[src/u16u8_pkg.sv]
// types, constants and utf-8 byte functions of the utf-16 to utf-8 transcoder
// no dependencies
`timescale 1ns / 1ps

package u16u8_pkg;

   localparam logic [15:0] NUL_UNIT    = 16'h0000;
   localparam logic [15:0] HIGH_FIRST  = 16'hD800;
   localparam logic [15:0] HIGH_LAST   = 16'hDBFF;
   localparam logic [15:0] LOW_FIRST   = 16'hDC00;
   localparam logic [15:0] LOW_LAST    = 16'hDFFF;
   localparam logic [15:0] REPLACEMENT = 16'hFFFD;
   localparam logic [20:0] PAIR_BASE   = 21'h010000;
   localparam logic [20:0] LIMIT_1B    = 21'h000080;
   localparam logic [20:0] LIMIT_2B    = 21'h000800;
   localparam logic [20:0] LIMIT_3B    = 21'h010000;

   // work for the back part: up to two code points, then maybe the end marker
   typedef struct packed {
      logic        cp0_vld;
      logic [20:0] cp0;
      logic        cp1_vld;
      logic [15:0] cp1;
      logic        str_end;
   } job_type;

   typedef struct packed {
      logic    vld;
      job_type job;
   } push_type;

   typedef struct packed {
      logic    vld;
      job_type job;
   } head_type;

   typedef enum logic [1:0] {
      PH_CP0,
      PH_CP1,
      PH_END
   } phase_type;

   // number of utf-8 bytes minus one
   function automatic logic [1:0] utf8_len_m1(input logic [20:0] cp);
      logic [1:0] len_m1;
      if (cp < LIMIT_1B) begin
         len_m1 = 2'd0;
      end else if (cp < LIMIT_2B) begin
         len_m1 = 2'd1;
      end else if (cp < LIMIT_3B) begin
         len_m1 = 2'd2;
      end else begin
         len_m1 = 2'd3;
      end
      return len_m1;
   endfunction

   function automatic logic [7:0] utf8_byte(input logic [20:0] cp,
                                            input logic [1:0]  len_m1,
                                            input logic [1:0]  idx);
      logic [7:0] b;
      b = 8'h00;
      case (len_m1)
         2'd0: b = {1'b0, cp[6:0]};
         2'd1: begin
            case (idx)
               2'd0:    b = {3'b110, cp[10:6]};
               default: b = {2'b10, cp[5:0]};
            endcase
         end
         2'd2: begin
            case (idx)
               2'd0:    b = {4'b1110, cp[15:12]};
               2'd1:    b = {2'b10, cp[11:6]};
               default: b = {2'b10, cp[5:0]};
            endcase
         end
         default: begin
            case (idx)
               2'd0:    b = {5'b11110, cp[20:18]};
               2'd1:    b = {2'b10, cp[17:12]};
               2'd2:    b = {2'b10, cp[11:6]};
               default: b = {2'b10, cp[5:0]};
            endcase
         end
      endcase
      return b;
   endfunction

endpackage

[src/u16u8_if.sv]
// request and response channel interfaces of the transcoder
// no dependencies
`timescale 1ns / 1ps

interface u16u8_req_if;
   logic        valid;
   logic        ready;
   logic [15:0] code_unit;
   logic        last_unit;

   modport source (output valid, output code_unit, output last_unit, input ready);
   modport sink   (input valid, input code_unit, input last_unit, output ready);
endinterface

interface u16u8_rsp_if;
   logic       valid;
   logic       ready;
   logic [7:0] out_byte;
   logic       has_byte;
   logic       string_end;

   modport source (output valid, output out_byte, output has_byte, output string_end,
                   input ready);
   modport sink   (input valid, input out_byte, input has_byte, input string_end,
                   output ready);
endinterface

[src/u16u8_front.sv]
// front part: takes code units, pairs surrogates, tracks nul stop, builds jobs
// depends on u16u8_pkg and u16u8_if
`timescale 1ns / 1ps

module u16u8_front import u16u8_pkg::*; (
   input  logic         clock,
   input  logic         reset,
   u16u8_req_if.sink    req_chan,
   input  logic         q_full,
   output push_type     push
);

   logic       pending_ff, pending_in;
   logic       stopped_ff, stopped_in;
   logic [9:0] held_ff, held_in;
   logic       accept;
   logic       pair_done;
   logic [15:0] u;
   job_type    job;

   assign req_chan.ready = !q_full;
   assign accept         = req_chan.valid && !q_full;
   assign u              = req_chan.code_unit;

   always_comb begin
      job        = '0;
      pending_in = pending_ff;
      stopped_in = stopped_ff;
      held_in    = held_ff;
      pair_done  = 1'b0;
      if (!stopped_ff) begin
         if (pending_ff) begin
            pending_in  = 1'b0;
            job.cp0_vld = 1'b1;
            if (u inside {[LOW_FIRST:LOW_LAST]}) begin
               job.cp0   = PAIR_BASE + {1'b0, held_ff, u[9:0]};
               pair_done = 1'b1;
            end else begin
               job.cp0 = {5'd0, REPLACEMENT};
            end
         end
         if (!pair_done) begin
            if (u == NUL_UNIT) begin
               stopped_in = 1'b1;
            end else if (u inside {[HIGH_FIRST:HIGH_LAST]}) begin
               if (req_chan.last_unit) begin
                  job.cp1_vld = 1'b1;
                  job.cp1     = REPLACEMENT;
               end else begin
                  held_in    = u[9:0];
                  pending_in = 1'b1;
               end
            end else if (u inside {[LOW_FIRST:LOW_LAST]}) begin
               job.cp1_vld = 1'b1;
               job.cp1     = REPLACEMENT;
            end else begin
               job.cp1_vld = 1'b1;
               job.cp1     = u;
            end
         end
      end
      if (req_chan.last_unit) begin
         job.str_end = 1'b1;
         pending_in  = 1'b0;
         stopped_in  = 1'b0;
      end
      push.vld = accept && (job.cp0_vld || job.cp1_vld || job.str_end);
      push.job = job;
   end

   always_ff @(posedge clock) begin
      if (reset) begin
         pending_ff <= 1'b0;
         stopped_ff <= 1'b0;
      end else if (accept) begin
         pending_ff <= pending_in;
         stopped_ff <= stopped_in;
      end
   end

   // only read while a high surrogate is pending
   always_ff @(posedge clock) begin
      if (accept) begin
         held_ff <= held_in;
      end
   end

endmodule

[src/u16u8_queue.sv]
// short job queue between front and back parts
// depends on u16u8_pkg
`timescale 1ns / 1ps

module u16u8_queue import u16u8_pkg::*; #(
   parameter int DEPTH = 2
) (
   input  logic     clock,
   input  logic     reset,
   input  push_type push,
   output logic     full,
   output head_type head,
   input  logic     pop
);

   localparam int PTR_W = $clog2(DEPTH);
   localparam int CNT_W = $clog2(DEPTH + 1);

   job_type            mem_ff [DEPTH];
   logic [PTR_W-1:0]   wr_ptr_ff, rd_ptr_ff;
   logic [CNT_W-1:0]   count_ff, count_in;

   assign full     = count_ff == CNT_W'(DEPTH);
   assign head.vld = count_ff != '0;
   assign head.job = mem_ff[rd_ptr_ff];

   always_comb begin
      count_in = count_ff;
      if (push.vld && !pop) begin
         count_in = count_ff + CNT_W'(1);
      end else if (pop && !push.vld) begin
         count_in = count_ff - CNT_W'(1);
      end
   end

   always_ff @(posedge clock) begin
      if (reset) begin
         wr_ptr_ff <= '0;
         rd_ptr_ff <= '0;
         count_ff  <= '0;
      end else begin
         count_ff <= count_in;
         if (push.vld) begin
            wr_ptr_ff <= (wr_ptr_ff == PTR_W'(DEPTH - 1)) ? '0 : wr_ptr_ff + PTR_W'(1);
         end
         if (pop) begin
            rd_ptr_ff <= (rd_ptr_ff == PTR_W'(DEPTH - 1)) ? '0 : rd_ptr_ff + PTR_W'(1);
         end
      end
   end

   always_ff @(posedge clock) begin
      if (push.vld) begin
         mem_ff[wr_ptr_ff] <= push.job;
      end
   end

endmodule

[src/u16u8_back.sv]
// back part: walks the head job and sends one utf-8 byte or end marker per cycle
// while the response channel is not stalled; depends on u16u8_pkg and u16u8_if
`timescale 1ns / 1ps

module u16u8_back import u16u8_pkg::*; (
   input  logic          clock,
   input  logic          reset,
   input  head_type      head,
   output logic          pop,
   u16u8_rsp_if.source   rsp_chan
);

   phase_type   phase_ff, phase_in;
   logic [1:0]  idx_ff, idx_in;
   logic        rsp_valid_ff;
   logic [7:0]  out_byte_ff, out_byte_in;
   logic        has_byte_ff, has_byte_in;
   logic        string_end_ff, string_end_in;

   logic        use_cp0, use_cp1, is_cp;
   logic [20:0] cur_cp;
   logic [1:0]  len_m1;
   logic        elem_last, remain, advance, step;

   assign rsp_chan.valid      = rsp_valid_ff;
   assign rsp_chan.out_byte   = out_byte_ff;
   assign rsp_chan.has_byte   = has_byte_ff;
   assign rsp_chan.string_end = string_end_ff;

   always_comb begin
      use_cp0   = (phase_ff == PH_CP0) && head.job.cp0_vld;
      use_cp1   = !use_cp0 && (phase_ff != PH_END) && head.job.cp1_vld;
      is_cp     = use_cp0 || use_cp1;
      cur_cp    = use_cp0 ? head.job.cp0 : {5'd0, head.job.cp1};
      len_m1    = utf8_len_m1(cur_cp);
      elem_last = !is_cp || (idx_ff == len_m1);
      remain    = use_cp0 ? (head.job.cp1_vld || head.job.str_end) :
                  use_cp1 ? head.job.str_end : 1'b0;
      advance   = !rsp_valid_ff || rsp_chan.ready;
      step      = advance && head.vld;
      pop       = step && elem_last && !remain;

      out_byte_in   = is_cp ? utf8_byte(cur_cp, len_m1, idx_ff) : 8'h00;
      has_byte_in   = is_cp;
      string_end_in = !is_cp;

      phase_in = phase_ff;
      idx_in   = idx_ff;
      if (step) begin
         if (!elem_last) begin
            idx_in = idx_ff + 2'd1;
         end else begin
            idx_in = 2'd0;
            if (!remain) begin
               phase_in = PH_CP0;
            end else begin
               case (phase_ff)
                  PH_CP0:  phase_in = use_cp0 ? PH_CP1 : PH_END;
                  PH_CP1:  phase_in = PH_END;
                  default: phase_in = PH_END;
               endcase
            end
         end
      end
   end

   always_ff @(posedge clock) begin
      if (reset) begin
         phase_ff     <= PH_CP0;
         idx_ff       <= 2'd0;
         rsp_valid_ff <= 1'b0;
      end else begin
         phase_ff <= phase_in;
         idx_ff   <= idx_in;
         if (advance) begin
            rsp_valid_ff <= head.vld;
         end
      end
   end

   always_ff @(posedge clock) begin
      if (step) begin
         out_byte_ff   <= out_byte_in;
         has_byte_ff   <= has_byte_in;
         string_end_ff <= string_end_in;
      end
   end

endmodule

[src/utf16le_to_utf8_transcoder_core.sv]
// top level of the utf-16le to utf-8 transcoder
// depends on u16u8_pkg, u16u8_if, u16u8_front, u16u8_queue, u16u8_back
//
//   channel   dir  payload                             meaning
//   req_chan  in   code_unit[15:0], last_unit          one utf-16 unit per request
//   rsp_chan  out  out_byte[7:0], has_byte, string_end  one utf-8 byte or end marker
//
// a unit is taken in the cycle it arrives whenever the job queue has room
// each unit gives 0 to 7 responses (up to two 3-byte sequences plus end marker)
// the back part sends one response per cycle while the response channel is not
// stalled; a non-ascii bmp unit gives two or three bytes, a low surrogate
// closing a pair gives four
// reset is synchronous; it empties the queue and drops any held surrogate
// a stalled response holds in the output register while the front keeps filling
`timescale 1ns / 1ps

module utf16le_to_utf8_transcoder_core import u16u8_pkg::*; #(
   parameter int QUEUE_DEPTH = 2
) (
   input  logic         clock,
   input  logic         reset,
   u16u8_req_if.sink    req_chan,
   u16u8_rsp_if.source  rsp_chan
);

   // front to queue
   push_type push;
   logic     q_full;
   // queue to back
   head_type head;
   logic     pop;

   // classification: surrogate pairing, nul stop, end of field
   u16u8_front u_front (
      .clock    (clock),
      .reset    (reset),
      .req_chan (req_chan),
      .q_full   (q_full),
      .push     (push)
   );

   // decouples unit intake from byte output
   u16u8_queue #(
      .DEPTH (QUEUE_DEPTH)
   ) u_queue (
      .clock (clock),
      .reset (reset),
      .push  (push),
      .full  (q_full),
      .head  (head),
      .pop   (pop)
   );

   // byte serializer with output register
   u16u8_back u_back (
      .clock    (clock),
      .reset    (reset),
      .head     (head),
      .pop      (pop),
      .rsp_chan (rsp_chan)
   );

endmodule

[src/flat_wrapper.sv]
// flat-port wrapper written by rule: the top's interface ports become plain ports
module utf16le_to_utf8_transcoder_core_flat import u16u8_pkg::*;
#(
   parameter int QUEUE_DEPTH = 2
)
  (clock, reset, req_chan_valid, req_chan_code_unit, req_chan_last_unit, req_chan_ready, rsp_chan_valid, rsp_chan_out_byte, rsp_chan_has_byte, rsp_chan_string_end, rsp_chan_ready);
  u16u8_req_if req_chan_i ();
  u16u8_rsp_if rsp_chan_i ();
  input  logic clock;
  input  logic reset;
  input wire logic [$bits(req_chan_i.valid)-1:0] req_chan_valid;
  input wire logic [$bits(req_chan_i.code_unit)-1:0] req_chan_code_unit;
  input wire logic [$bits(req_chan_i.last_unit)-1:0] req_chan_last_unit;
  output wire logic [$bits(req_chan_i.ready)-1:0] req_chan_ready;
  output wire logic [$bits(rsp_chan_i.valid)-1:0] rsp_chan_valid;
  output wire logic [$bits(rsp_chan_i.out_byte)-1:0] rsp_chan_out_byte;
  output wire logic [$bits(rsp_chan_i.has_byte)-1:0] rsp_chan_has_byte;
  output wire logic [$bits(rsp_chan_i.string_end)-1:0] rsp_chan_string_end;
  input wire logic [$bits(rsp_chan_i.ready)-1:0] rsp_chan_ready;
  assign req_chan_i.valid = req_chan_valid;
  assign req_chan_i.code_unit = req_chan_code_unit;
  assign req_chan_i.last_unit = req_chan_last_unit;
  assign req_chan_ready = req_chan_i.ready;
  assign rsp_chan_valid = rsp_chan_i.valid;
  assign rsp_chan_out_byte = rsp_chan_i.out_byte;
  assign rsp_chan_has_byte = rsp_chan_i.has_byte;
  assign rsp_chan_string_end = rsp_chan_i.string_end;
  assign rsp_chan_i.ready = rsp_chan_ready;
  utf16le_to_utf8_transcoder_core #(.QUEUE_DEPTH(QUEUE_DEPTH)) u_core (.clock(clock), .reset(reset), .req_chan(req_chan_i), .rsp_chan(rsp_chan_i));
endmodule
[config.mk]
export PLATFORM = sky130hd
export DESIGN_NAME = utf16le_to_utf8_transcoder_core_flat
export DESIGN_NICKNAME = d
export VERILOG_FILES = /design/src/u16u8_pkg.sv /design/src/u16u8_if.sv /design/src/u16u8_front.sv /design/src/u16u8_queue.sv /design/src/u16u8_back.sv /design/src/utf16le_to_utf8_transcoder_core.sv /design/src/flat_wrapper.sv
export SDC_FILE = /design/constraint.sdc
export NUM_CORES = 1
export LEC_CHECK = 0
export BUFFER_PORTS_ARGS = -buffer_cell sky130_fd_sc_hd__buf_2
export CORE_ASPECT_RATIO = 0.8
export CORE_MARGIN = 10
export CORE_UTILIZATION = 40
export DETAILED_ROUTE_END_ITERATION = 10
export SETUP_SLACK_MARGIN = 0.02
export SYNTH_ARGS = -nofsm -noshare
export SYNTH_HDL_FRONTEND = slang
export SYNTH_SLANG_ARGS = --single-unit
[constraint.sdc]
create_clock -name clock -period 6.8 [get_ports clock]
set_input_delay 0 -clock clock [delete_from_list [all_inputs] [get_ports clock]]
set_output_delay 0 -clock clock [all_outputs]
set_load 0.005 [all_outputs]
==> reports/metrics.cfg <==
[route]
viasPerCell=5.73
wl_per_cell_um=19.6
first_pass_iters=7
drc=0
drt_iter0_drc=400
ant_nets=0
num_vias=3634
postRouteWirelength_um=12400

[floorplanning]
die_w_um=149
die_h_um=123
initial_core_util_pct=41.1
core_um2=12900
rows=37
die-area_um2=18300
ios=33

[logic_synthesis]
ys_async_sr_fraction_pct=0
syn_nets=441
syn_area_um2=5310
synth_cell_types=61
ys_warn_count=0
ys.flop_type=edfxtp_1
ys_ff_latch=112
syn_inst=413
avgSynthCellArea_um2=12.9
synth_seq_area_share_pct=61.1
synth_edf_count=100

[timing]
setup_tns_ps=0
tightest_slew_ps=1180
fin_crit_sh_pct=59.5
period_minus_slack_ps=4050
relSlewSlack_pct=21.4
drv_slew=0
setup_viol=0
fmax_mhz=247
hold_violations=0
skew_ps=6.51
rsz0062_at_grt=false

[critical_path]
r2r_cells=10
cp.required_ps=7080
r2r_setup_slack_ps=2750
worstPathArrival_ps=4330
end_kind=flip-flop
criticalPathCategory=reg2reg
worst_setup_path_start_kind=flip-flop
worst-path-max-fanout=22

[clock_network]
cts-root-buf=clkbuf_16
cts_resized=0
tritoncts=done
cts_max_level=3
worstSkewPairLatency_ps=350
cts_buffers=9
postCtsSetupBuffers=0
cts.path.max_buffers=2
clock_sinks=112
ctsHoldBuffers=14
path_clk_slew_ps=70

[placed_design]
gp_congestion=0.879
hpwl_um=8600
dpl_cell_area_um2=5660
port_buffers=32
numPlacedInstances=604

[pwr]
ir_drop_uv=185
power.leakage_nw=2.10
p_per_area_nw_per_um2=389

[cells_and_area]
fillers=1129
finalNonFillerCells=634
drive_above_1_share_pct=17.0
antenna_cells=0
fin_util_pct=47.5
design_area_um2=6130
syn2layout_area_growth_pct=15.5
layout.nets=482

[global_routing]
grt_pass1_vias=3579
grt_antenna_before_repair=0
grt.total_usage_pct=14.0
grt_pass1_wl_um=20100
grt_max_degree=41
grt.overflow.total=0

[job]
cap_violations=0

[worst_hold_path]
holdPathStages=2
hp-class=in2reg

[run_status]
outcome=finished clean

worst max-delay path, stage by stage (launching register included):
cell and delay, ps:
dfxtp_1 910, inv_1 260, or3_1 420, and3_1 300, or4_4 620, o311ai_2 360, a31o_2 200, nand2_1 50
ha_1 350, or3_1 370, a21oi_1 130
cells in the final DEF, fill, tap and decap left out, types with 3 or more instances in the layout:
cell,instances
clkbuf_16,9
nand3_1,5
a31o_2,4
nor4_1,8
buf_4,8
nand4_1,3
o22ai_1,3
mux2i_1,13
nand2_1,28
mux4_2,7
a31oi_1,6
o211ai_1,3
ha_1,7
inv_1,9
nor3_1,5
dlygate4sd3_1,14
and2_1,16
o21ai_0,14
a211oi_1,6
xor2_1,3
o21a_1,26
nor2_1,24
dfxtp_1,12
nand2b_1,5
and3_1,5
edfxtp_1,100
a32oi_1,4
nor2b_1,4
a221oi_1,9
a21oi_1,13
buf_2,32
registers in the layout, summed over array words and instances (netlist names), named ones only:
| signal | flops |
|---|---|
| u_core.u_queue.mem_ff | 80 |
| u_core.u_front.held_ff | 10 |
| u_core.u_back.rsp_chan.out_byte | 8 |
| u_core.u_back.idx_ff | 2 |
| u_core.u_back.phase_ff | 2 |
| u_core.u_queue.count_ff | 2 |
| u_core.u_back.rsp_chan.has_byte | 1 |
| u_core.u_back.rsp_chan.string_end | 1 |
| u_core.u_back.rsp_chan.valid | 1 |
| u_core.u_front.pending_ff | 1 |
| u_core.u_front.stopped_ff | 1 |
| u_core.u_queue.rd_ptr_ff | 1 |
| u_core.u_queue.wr_ptr_ff | 1 |
through the flow:
stage	power [mW]	setup WS [ps]	hold WS, ps
floorplan	1.56	3240	96.6
global placement	1.80	2880	235
detailed placement	1.80	2800	231
CTS	2.39	2770	6.78
global route	2.53	2530	22.1
finish	2.38	2750	20.2
worst paths after layout:
| check | startpoint | to |
|---|---|---|
| setup / recovery | flip-flop | u_core.u_queue.count_ff[1]$_SDFFE_PP0P_ |
| setup reg to reg | flip-flop | u_core.u_queue.count_ff[1]$_SDFFE_PP0P_ |
| hold reg to reg | u_core.u_back.rsp_chan.valid$_SDFFE_PP0P_ | u_core.u_back.rsp_chan.valid$_SDFFE_PP0P_ |
| hold / removal | req_chan_code_unit[14] | u_core.u_queue.mem_ff[1][15]$_DFFE_PP_ |
area by class of cell:
cell class                      instances  area [um2]  area share [%]
Sequential cell                       112        3240            52.9
Multi-Input combinational cell        268        1940            31.7
Timing Repair Buffer                   54         360            5.88
Clock buffer                           10         229            3.73
Tap cell                              175         219            3.57
Clock inverter                          6         103            1.67
Inverter                                9        33.8           0.551
power by group:
part / internal, mW / leakage [nW] / switching (mW) / total (mW)
Combinational: 0.313 / 0.897 / 0.495 / 0.808
Clock: 0.330 / 0.160 / 0.249 / 0.579
Sequential: 0.920 / 1.04 / 0.0768 / 0.997
Total: 1.56 / 2.10 / 0.822 / 2.38
cells by family (layout without fill, tap and decap cells):
logic type	Yosys count	after routing	share of synthesized area (%)
muxes	22	22	5.84
adders and majority gates	7	7	1.65
DFF	112	112	61.1
and+or+nand+nor	120	120	12.0
buffers and inverters	33	79	2.73
xor gates and xnor gates	5	5	0.825
AOI/OAI and AO/OA	114	114	15.9
cell usage after synthesis (all sizes together) (3+ instances only):
master  instances  area [um2]
edfxtp        100        3000
nand2          28         105
o21a           26         195
nor2           24        90.1
clkbuf         17        63.8
and2           16         100
o21ai          15        75.1
a21oi          13        65.1
mux2i          13         130
dfxtp          12         240
a221oi         10        93.8
inv             9        33.8
nor4            9        56.3
a211oi          7        52.6
buf             7        47.6
ha              7        87.6
mux4            7         158
a31oi           6        37.5
nor3            6        30.0
and3            5        31.3
nand2b          5        31.3
nand3           5        25.0
nor2b           5        31.3
a31o            4        35.0
a32oi           4        35.0
or4             4        37.5
nand4           3        18.8
o211ai          3        22.5
o22ai           3        18.8
xor2            3        26.3
per-layer routing:
metal | global-route usage (%) | wire length, um | vias up
li1 | - | - | 1704
met1 | 19.8 | 5920 | 1767
met2 | 20.8 | 5430 | 151
met3 | 3.91 | 988 | 12
met4 | 3.37 | 112 | 0
met5 | 0 | 0 | -
Note: power is estimated with default switching activity, not from simulation.
